**config.mk**
```make
export PLATFORM = sky130hd
export DESIGN_NAME = iin_front
export DESIGN_NICKNAME = d
export VERILOG_FILES = /design/src/sv/iin_pkg.sv /design/src/sv/iin_front.sv
export SDC_FILE = /design/constraint.sdc
export NUM_CORES = 1
export LEC_CHECK = 0
export ABC_AREA = 1
export CORE_MARGIN = 1
export CORE_UTILIZATION = 35
export DETAILED_ROUTE_END_ITERATION = 8
export DONT_BUFFER_PORTS = 1
export GPL_TIMING_DRIVEN = 1
export HOLD_SLACK_MARGIN = 0.15
export RECOVER_POWER = 50
export SYNTH_ARGS = -nofsm -noshare
export SYNTH_HDL_FRONTEND = slang
export SYNTH_SLANG_ARGS = --single-unit
```
**constraint.sdc**
```tcl
create_clock -name clk -period 1.4 [get_ports clk]
set_input_delay 0.21 -clock clk [delete_from_list [all_inputs] [get_ports clk]]
set_output_delay 0.21 -clock clk [all_outputs]
set_load 0.01 [all_outputs]
```
**src/sv/iin_pkg.sv**
```systemverilog
// Shared types, constants and tempering function for the impulse noise injector.
package iin_pkg;

	localparam int TW_N = 624;
	localparam int TW_M = 397;
	localparam int TW_IDX_W = $clog2(TW_N + 1);

	typedef logic [TW_IDX_W-1:0] tw_idx_t;

	localparam tw_idx_t TW_LAST_IDX = tw_idx_t'(TW_N - 1);
	localparam tw_idx_t TW_END      = tw_idx_t'(TW_N);
	localparam tw_idx_t TW_WRAP     = tw_idx_t'(TW_N - TW_M);
	localparam tw_idx_t TW_OFFS     = tw_idx_t'(TW_M);

	localparam logic [31:0] TW_MATRIX = 32'h9908_B0DF;
	localparam logic [31:0] TW_UPPER  = 32'h8000_0000;
	localparam logic [31:0] TW_LOWER  = 32'h7FFF_FFFF;
	localparam logic [31:0] SEED_MULT = 32'd1812433253;

	localparam logic [7:0] PIX_BLACK = 8'd0;
	localparam logic [7:0] PIX_WHITE = 8'd255;

	localparam int THR_W     = 33;
	localparam int CFG_W     = 33;
	localparam int CFG_IDX_W = 1;

	localparam logic [CFG_IDX_W-1:0] CFG_THRESH = 1'b0;
	localparam logic [CFG_IDX_W-1:0] CFG_SEED   = 1'b1;

	localparam logic [31:0] SEED_RESET = 32'd5489;

	typedef struct packed {
		logic [7:0] pix;
		logic       reseed;
	} iin_item_t;

	function automatic logic [31:0] tw_temper(input logic [31:0] x);
		logic [31:0] y;
		y = x;
		y = y ^ (y >> 11);
		y = y ^ ((y << 7) & 32'h9D2C_5680);
		y = y ^ ((y << 15) & 32'hEFC6_0000);
		y = y ^ (y >> 18);
		return y;
	endfunction

endpackage

```
**src/sv/iin_front.sv**
```systemverilog
// Front end: accepts pixels, marks reseeds, and queues them for the generator.
module iin_front import iin_pkg::*; (
	input  logic       clk,
	input  logic       arst_n,
	input  logic       in_valid,
	output logic       in_stall,
	input  logic [7:0] pixel_in,
	input  logic       image_start,
	output logic       q_valid,
	output iin_item_t  q_item,
	input  logic       q_pop
);

	iin_item_t  slot_q [2];
	logic [1:0] cnt_q;
	logic       wr_ptr_q;
	logic       rd_ptr_q;
	logic       seeded_q;
	logic       push;

	assign in_stall = (cnt_q == 2'd2);
	assign push     = in_valid && !in_stall;
	assign q_valid  = (cnt_q != 2'd0);
	assign q_item   = slot_q[rd_ptr_q];

	always_ff @(posedge clk or negedge arst_n) begin
		if (!arst_n) begin
			cnt_q    <= 2'd0;
			wr_ptr_q <= 1'b0;
			rd_ptr_q <= 1'b0;
			seeded_q <= 1'b0;
		end else begin
			if (push) begin
				wr_ptr_q <= !wr_ptr_q;
				seeded_q <= 1'b1;
			end
			if (q_pop)
				rd_ptr_q <= !rd_ptr_q;
			case ({push, q_pop})
				2'b10:   cnt_q <= cnt_q + 2'd1;
				2'b01:   cnt_q <= cnt_q - 2'd1;
				default: cnt_q <= cnt_q;
			endcase
		end
	end

	// no reseed on the first pixel ever seen still has to seed
	always_ff @(posedge clk) begin
		if (push) begin
			slot_q[wr_ptr_q].pix    <= pixel_in;
			slot_q[wr_ptr_q].reseed <= image_start || !seeded_q;
		end
	end

endmodule

```
# Word level (Yosys, flattened, before mapping)
# Memory sizes are Yosys's and may differ from the RTL's.
# Cells that the tools add are included.
[word_totals] regBits=5 mem_bits_rw=18 output_inout_bits=11 mem_count=1
[mem_list] memory="slot_q" words=2 width=9 rd=1 rd_clocked_by_memory_dff=0 wr=1 line_no="iin_front.sv:14" rtl="iin_item_t slot_q [2];"
[classes] addsub=2 eq_ne=3 muxes=3 reduce_logical=8
[ops] cell="2-bit equality test, second input constant" n=2
[ops] cell="1-bit zero test" n=4
[ops] cell="2-bit case mux with 2 select lines" n=1
[ops] cell="2-bit nonzero test" n=2
[ops] cell="2-bit by 1-bit adder with 2-bit output, second input constant" n=1
[ops] cell="2-bit by 1-bit equality test with 1-bit output, second input constant" n=1
[ops] cell="1-bit two-way mux" n=2
[ops] cell="2-bit by 1-bit subtractor with 2-bit output, second input constant" n=1
[ops] cell="1-bit logical AND" n=1
[ops] cell="1-bit logical OR" n=1

# Longest topological paths before layout
# Gate-level depths: netlist of run 1.
[logic_depth] depth_word=5 depth_mapped=8 depth_no_buf=8

# Worst setup path before layout of run 1
# Ideal clock, no wire load.
[synth_timing] kind="flip-flop to flip-flop" start="reg cnt_q[1]" end="mem slot_q[1][0] in the netlist's numbering, enable pin" arrival_time_ps=976 path_slack_ps=50 path_stages_with_launch=4 cell_sequence="dfrtp_1 inv_1 o21ai_2 nor2_1"
[synth_via] elab_chain_len=5
[synth_rtl] element="from (decl)" line_no="iin_front.sv:15" rtl="logic [1:0] cnt_q;"
[synth_rtl] element="from (signal assigned)" line_no="iin_front.sv:40" rtl="2'b10: cnt_q <= cnt_q + 2'd1;"
[synth_rtl] element="from (signal assigned)" line_no="iin_front.sv:41" rtl="2'b01: cnt_q <= cnt_q - 2'd1;"
[synth_rtl] element="from (signal assigned)" line_no="iin_front.sv:42" rtl="default: cnt_q <= cnt_q;"
[synth_rtl] element="2-bit equality test" line_no="iin_front.sv:21" rtl="assign in_stall = (cnt_q == 2'd2);"
[synth_rtl] element="1-bit zero test" line_no="iin_front.sv:22" rtl="assign push = in_valid && !in_stall;"
[synth_rtl] element="1-bit logical AND" line_no="iin_front.sv:22"
[synth_rtl] element="1-bit two-way mux" line_no="iin_front.sv:49" rtl="if (push) begin"
[synth_rtl] element="1-bit two-way mux (not written as such)" line_no="iin_front.sv:51" rtl="slot_q[wr_ptr_q].reseed <= image_start || !seeded_q;"
[synth_rtl] element="to (decl)" line_no="iin_front.sv:14"
# Every way passes these cells.

==> run_results.csv, run 1 <==
group,metric,value,unit
run_status,status,"finished clean",
grt,track_usage,13.2,%
critical_path,rr_startpoint,"cnt_q[0]$_DFFE_PN0P_",
floorplan,dieArea,0.00287,mm2
min_path,min_path_type,"input port to asynchronous set/reset pin",
cells_and_area,nNetsFinal,116,
floorplan,die_w,53.6,um
clock_network,clock_sinks,23,
synthesis,synth-compound-area-share,5.78,%
clock_network,cts_max_level,1,
timing,fmax,0.744,GHz
synthesis,async_flop_share,21.7,%
critical_path,r2r_end,"cnt_q[1]$_DFFE_PN0P_",
critical_path,start_kind,"register",
power,ir_worst_vdd,0.899,mV
synthesis,synth_top_area_cell,"edfxtp_1",
place,hpwl,1070,um
synthesis,ys_top_cells_by_count,"18 x edfxtp_1, 16 x nand2_1, 15 x inv_1",
cells_and_area,diodes,0,
place,gp_congestion,0.672,
critical_path,r2r_cells,6,
grt,antenna_found_initial,0,
power,p_leak,0.000521,uW
synthesis,synth_area_leaders,"edfxtp_1 58%, dfrtp_1 13%, nand2_1 6.5%",
critical_path,path_cells,"o21ai_0 -> buf_4",
critical_path,slowest_delay,0.48,ns
power,power_density,1850,mW/mm2
synthesis,synth_cells,78,
drt,first_pass_iters,3,
place,portBuffers,0,
clock_network,clk_pin_slew_worst_paths,0.13,ns
grt,grt_pass1_vias,626,
synthesis,synth_flop_cell,"edfxtp_1",
floorplan,die_height,53.6,um
timing,max_slew_margin,80.5,%
synthesis,yosysMostFrequentCell,"edfxtp_1",
timing,fin_skew,0.00844,ns
timing,hold_slack,0.201,ns
grt,grt.overflow.total,0,
grt,grt_max_degree,13,
clock_network,clock_path_buffers,2,
critical_path,worst-path-max-fanout,7,
synthesis,synthSimpleGateAreaFrac,10.6,%
synthesis,avgSynthCellArea,11.9,um2
timing,fin_crit_sh,96.0,%
synthesis,yosysWarnings,0,
synthesis,synth.area.mux_share,0,%
clock_network,cts_tree,"built",
clock_network,root_buffer,"clkbuf_4",
grt,grt_pass1_wl,2590,um
drt,wl,1650,um
floorplan,ioPinCount,24,
critical_path,required,1.19,ns
critical_path,crit_slowest_cell,"dfrtp_2",
cells_and_area,area_delta_synth_final,33.3,%
cells_and_area,final_core_util,49.6,%
timing,rsz0062_at_grt,"yes",
timing,setup_viol,0,
cells_and_area,seq_area,668,um2
timing,tightest_slew,0.292,ns
critical_path,critPathKind,"register to primary output",
timing,final-hold-violation-count,0,
synthesis,ys_types,19,
drt,ant_nets,0,
cells_and_area,fillers,231,
floorplan,rows,18,
clock_network,cts_made_buffers,3,
place,placed_area,995,um2
floorplan,core,0.00250,mm2
synthesis,synth_top_family_by_area,"simple AND/OR/NAND/NOR gates",
drt,drc,0,
synthesis,synthAdderAreaFrac,1.34,%
drt,drt_iter0_drc,3,
run,maxCapViolCount,0,
critical_path,arrival,1.13,ns
synthesis,ys_ff_latch,23,
drt,viasPerCell,4.55,
timing,maxSlewViolCount,0,
critical_path,end_kind,"primary output",
synthesis,synth_edf_count,18,
floorplan,initial_core_util,37.2,%
synthesis,synth_top_area_share,58.1,%
cells_and_area,multi_input_area,250,um2
critical_path,rrSetupSlack,0.12,ns
synthesis,postSynthNetCount,92,
drt,wl_per_cell,12.6,um
synthesis,ys_seq_area_share,71.5,%
synthesis,synth_xor_xnor_area_share,1.88,%
cells_and_area,drive_gt1_share,26.7,%
timing,period_needed,1.34,ns
drt,vias,596,
cells_and_area,final_area,0.00124,mm2
clock_network,clkLatencyLatePin,0.30,ns
synthesis,syn-cell-area,931,um2
==> state kept, by name, summed over array words and instances (netlist names) <==
name and flops:
slot_q 18, cnt_q 2, rd_ptr_q 1, seeded_q 1, wr_ptr_q 1
==> metrics by stage <==
step / cells / setup slack [ns] / setup TNS, ns / total power, uW
2_1_floorplan: 78 / 0.0496 / 0 / 1530
3_3_place_gp: 112 / 0.134 / 0 / 1670
3_5_place_dp: 112 / 0.0885 / 0 / 1690
4_1_cts: 131 / -0.00736 / -0.0207 / 2120
5_1_grt: 131 / -0.0272 / -0.0608 / 2480
6_report: 131 / 0.0564 / 0 / 2300
==> per-layer routing <==
layer / routed length (um) / global-route usage (%) / vias up
li1: - / - / 298
met1: 668 / 12.9 / 282
met2: 905 / 27.1 / 16
met3: 75 / 1.69 / 0
met4: 0 / 5.26 / 0
met5: 0 / 0 / -
==> cell type report <==
| cell class | instances | area share (%) |
|---|---|---|
| sequential | 23 | 53.8 |
| inverter | 17 | 5.14 |
| tap | 30 | 3.02 |
| multi-input combinational | 36 | 20.2 |
| timing repair buffer | 21 | 15.7 |
| clock buffer | 4 | 2.12 |
==> critical path, delay by kind of cell, from the launching register on <==
kind                   cells  cell delay, ns
AO/OA/AOI/OAI              1            0.20
buffers and inverters      1            0.15
flip-flops                 1            0.48
==> timing repair <==
item | in CTS | in global routing
hold buffers | 12 | 0
buffers inserted | 3 | 0
cloned | 0 | 0
endpoints found under the setup margin | 9 | 10
resized for setup | 7 | 18
pin swaps | 0 | 1
hold endpoints to repair | 27 | 0
==> worst max-delay path by stage <==
| stage | endpoint | cells after the start | slack, ns | startpoint |
|---|---|---|---|---|
| after floorplan | slot_q[1][0]$_DFFE_PP_ | 3 | 0.05 | cnt_q[1]$_DFFE_PN0P_ |
| after global routing | q_item[0] | 2 | -0.03 | rd_ptr_q$_DFFE_PN0P_ |
| after global placement | cnt_q[1]$_DFFE_PN0P_ | 6 | 0.13 | cnt_q[0]$_DFFE_PN0P_ |
| final | q_item[0] | 2 | 0.06 | rd_ptr_q$_DFFE_PN0P_ |
| after detailed placement | cnt_q[1]$_DFFE_PN0P_ | 6 | 0.09 | cnt_q[0]$_DFFE_PN0P_ |
| after CTS | q_item[1] | 2 | -0.007 | rd_ptr_q$_DFFE_PN0P_ |
==> where the power goes <==
part	leakage [uW]	internal, uW	switching (uW)	total (uW)
combinational	0.000284	400	549	949
clock	0.0000150	111	190	301
sequential	0.000222	940	109	1050
==> cells in the final DEF, fill, tap and decap left out, drive strengths merged <==
| cell type | netlist | final |
|---|---|---|
| or2 | 1 | 1 |
| inv | 17 | 17 |
| xnor2 | 1 | 1 |
| dfrtp | 5 | 5 |
| buf | 2 | 9 |
| nand2 | 17 | 17 |
| o21ai | 10 | 10 |
| clkbuf | 0 | 4 |
| edfxtp | 18 | 18 |
| xor2 | 1 | 1 |
| nand3 | 2 | 2 |
| dlygate4sd3 | 0 | 12 |
| nand4 | 1 | 1 |
| nor2 | 2 | 2 |
| ha | 1 | 1 |
==> cells by family after synthesis <==
family | after synthesis
DFF | 23
xor gates and xnor gates | 2
AOI/OAI and AO/OA | 10
and+or+nand+nor | 23
adders and majority gates | 1
buffers and inverters | 19
(Power assumes the default switching activity.)
==> run 2, diff against run 1 <==
Settings changed: ABC_AREA 1 to default, GPL_TIMING_DRIVEN 1 to default.
==> run 2 against run 1 <==
  * Utilization is 1.3 points higher
  * Register-to-register slack got worse by 0.02 ns
  * Cell count fell by 24%
  * Combinational power shrank 5.6%
  * Global-route usage down 0.30 points
  * Hold slack got worse by 0.029 ns
  * Largest cell class unchanged
  * The run now ends with setup timing left
  * Critical endpoint is now q_item[7]
  * Final area down 5.6%
  * Highest routed layer is now met4
  * First-iteration DRC count increased to 3.7 times the previous value
==> run_results.csv, run 2 <==
group,metric,value,unit
power,ir_worst_vdd,0.861,mV
synthesis,ys_types,12,
cells_and_area,reg_top3,"slot_q (18), cnt_q (2)",
grt,grt.overflow.total,0,
synthesis,synth_top_family_by_area,"multiplexers",
synthesis,synth.area.mux_share,11.5,%
critical_path,critPathKind,"register to primary output",
floorplan,die_w,52.1,um
critical_path,start_kind,"register",
synthesis,syn-cell-area,878,um2
clock_network,cts_tree,"built",
synthesis,synth_area_leaders,"edfxtp_1 62%, dfrtp_1 14%, mux2_1 12%",
floorplan,die_height,52.1,um
clock_network,clkLatencyLatePin,0.31,ns
grt,grt_max_degree,13,
synthesis,synth_top_area_cell,"edfxtp_1",
synthesis,async_flop_share,21.7,%
place,hpwl,943,um
synthesis,synth_xor_xnor_area_share,4.99,%
cells_and_area,fin_cells,100,
synthesis,synth_flop_cell,"edfxtp_1",
timing,final-hold-violation-count,0,
synthesis,synth-compound-area-share,0.997,%
cells_and_area,final_core_util,51.0,%
place,gp_congestion,0.690,
drt,viasPerCell,4.66,
cells_and_area,final_common_cell,"edfxtp_1",
cells_and_area,fillers,213,
grt,track_usage,12.9,%
critical_path,r2r_cells,4,
drt,wl_met2,740,um
grt,antenna_found_initial,0,
timing,finalWorstSetupSlack,-0.0164,ns
clock_network,clk_pin_slew_worst_paths,0.13,ns
synthesis,yosysMostFrequentCell,"edfxtp_1",
synthesis,synth_edf_count,18,
grt,grt_pass1_vias,542,
power,p_leak,0.000453,uW
grt,grt_pass1_wl,2350,um
cells_and_area,largest_reg_flops,18,
floorplan,dieArea,0.00271,mm2
floorplan,ioPinCount,24,
floorplan,core,0.00230,mm2
synthesis,synthAdderAreaFrac,1.42,%
synthesis,ys_ff_latch,23,
clock_network,clock_path_buffers,2,
cells_and_area,regMostFlops,"slot_q",
synthesis,yosysWarnings,0,
drt,ant_nets,0,
timing,fin_crit_sh,101,%
critical_path,worst-path-max-fanout,5,
critical_path,required,1.19,ns
synthesis,synth_cells,49,
clock_network,cts_max_level,1,
clock_network,root_buffer,"clkbuf_4",
cells_and_area,nNetsFinal,87,
run,maxCapViolCount,0,
timing,setup_viol,9,
power,power_density,1890,mW/mm2
timing,max_slew_margin,83.9,%
drt,drc,0,
place,portBuffers,0,
timing,tightest_slew,0.241,ns
cells_and_area,multi_input_area,244,um2
timing,maxSlewViolCount,0,
drt,wl_per_cell,14.6,um
synthesis,ys_top_cells_by_count,"18 x edfxtp_1, 9 x mux2_1, 5 x dfrtp_1",
drt,first_pass_iters,3,
place,dp.cells,81,
run_status,failed_checks,"setup timing",
critical_path,arrival,1.21,ns
synthesis,postSynthNetCount,63,
drt,wl,1460,um
clock_network,clock_sinks,23,
critical_path,end_kind,"primary output",
cells_and_area,seq_area,667,um2
floorplan,rows,17,
timing,hold_slack,0.173,ns
drt,met1_length,601,um
min_path,min_path_type,"input port to asynchronous set/reset pin",
timing,period_needed,1.42,ns
drt,dr.max_layer_used,"met4",
drt,drt_iter0_drc,11,
drt,dr_wl_met3,78,um
synthesis,ys_seq_area_share,75.8,%
timing,fin_skew,0.0152,ns
cells_and_area,drive_gt1_share,33.3,%
floorplan,initial_core_util,38.2,%
cells_and_area,area_delta_synth_final,33.3,%
power,finalPower,2220,uW
drt,vias,466,
timing,fmax,0.706,GHz
synthesis,avgSynthCellArea,17.9,um2
synthesis,synth_top_area_share,61.5,%
timing,rsz0062_at_grt,"yes",
cells_and_area,diodes,0,
cells_and_area,final_cell_mix,"18 x edfxtp_1, 12 x dlygate4sd3_1, 9 x mux2_4",
run_status,status,"complete, but fails checks",
clock_network,cts_made_buffers,3,
synthesis,synthSimpleGateAreaFrac,3.85,%
==> run 2: cell count changes in the layout (fill, tap and decap cells not counted), sizes merged <==
cell / change
buf: -1
inv: -15
mux2: +9
nand2: -17
nand2b: +2
nand3: -2
nand4: -1
nor2: +2
o21ai: -9
xnor2: +3
==> run 2: layer usage <==
metal / global-route usage, % / vias up
met1: 14.3 / 224
met4: 10.8 / 0
li1: - / 220
met3: 2.05 / 4
met2: 21.4 / 18
met5: 0 / -
==> run 2: path summary, 6_finish.rpt <==
kind | to | start | slack [ns]
max | q_item[7] | rd_ptr_q$_DFFE_PN0P_ | -0.02
min | cnt_q[1]$_DFFE_PN0P_ | arst_n | 0.17
max reg2reg | cnt_q[1]$_DFFE_PN0P_ | cnt_q[0]$_DFFE_PN0P_ | 0.10
min reg2reg | seeded_q$_DFFE_PN0P_ | seeded_q$_DFFE_PN0P_ | 0.50
max in group asynchronous | rd_ptr_q$_DFFE_PN0P_ | arst_n | 1.02
min in group clk | seeded_q$_DFFE_PN0P_ | seeded_q$_DFFE_PN0P_ | 0.50
==> run 2: kinds of logic (layout without fill, tap and decap cells) <==
| family | Yosys count | in the layout |
|---|---|---|
| DFF | 23 | 23 |
| muxes | 9 | 9 |
| and+or+nand+nor | 7 | 7 |
| xor gates and xnor gates | 5 | 5 |
| buffers and inverters | 3 | 26 |
| adders and majority gates | 1 | 1 |
| AOI/OAI and AO/OA | 1 | 1 |
==> run 2: timing repair <==
item | CTS | global route
setup buffers | 3 | 0
hold buffers | 12 | 0
gates resized for setup | 22 | 4
endpoints found under the setup margin | 9 | 10
endpoints found under the hold margin | 27 | 0
==> run 2: metrics by stage <==
stage | instance area, um2 | setup slack (ns) | TNS [ns]
6_report | 1170 | -0.0164 | -0.115
5_1_grt | 1170 | -0.0594 | -0.512
4_1_cts | 1160 | -0.0243 | -0.175
3_5_place_dp | 946 | 0.109 | 0
3_3_place_gp | 946 | 0.151 | 0
2_1_floorplan | 878 | 0.0569 | 0
==> run 2: power by group <==
| group | leakage (uW) | internal, uW | switching, uW |
|---|---|---|---|
| Combinational | 0.000216 | 485 | 411 |
| Clock | 0.0000150 | 111 | 186 |
| Sequential | 0.000221 | 942 | 81.1 |
==> run 2: critical path, stage by stage (launching register included) <==
cell	delay (ns)
dfrtp_2	0.44
buf_6	0.14
mux2_4	0.31
==> run 2: area by class of cell <==
class,count,area share [%]
clock buffers,4,2.24
multi-input cells,23,20.8
inverters,2,0.641
well taps,28,2.99
flip-flops and latches,23,56.9
repair buffers,20,16.3
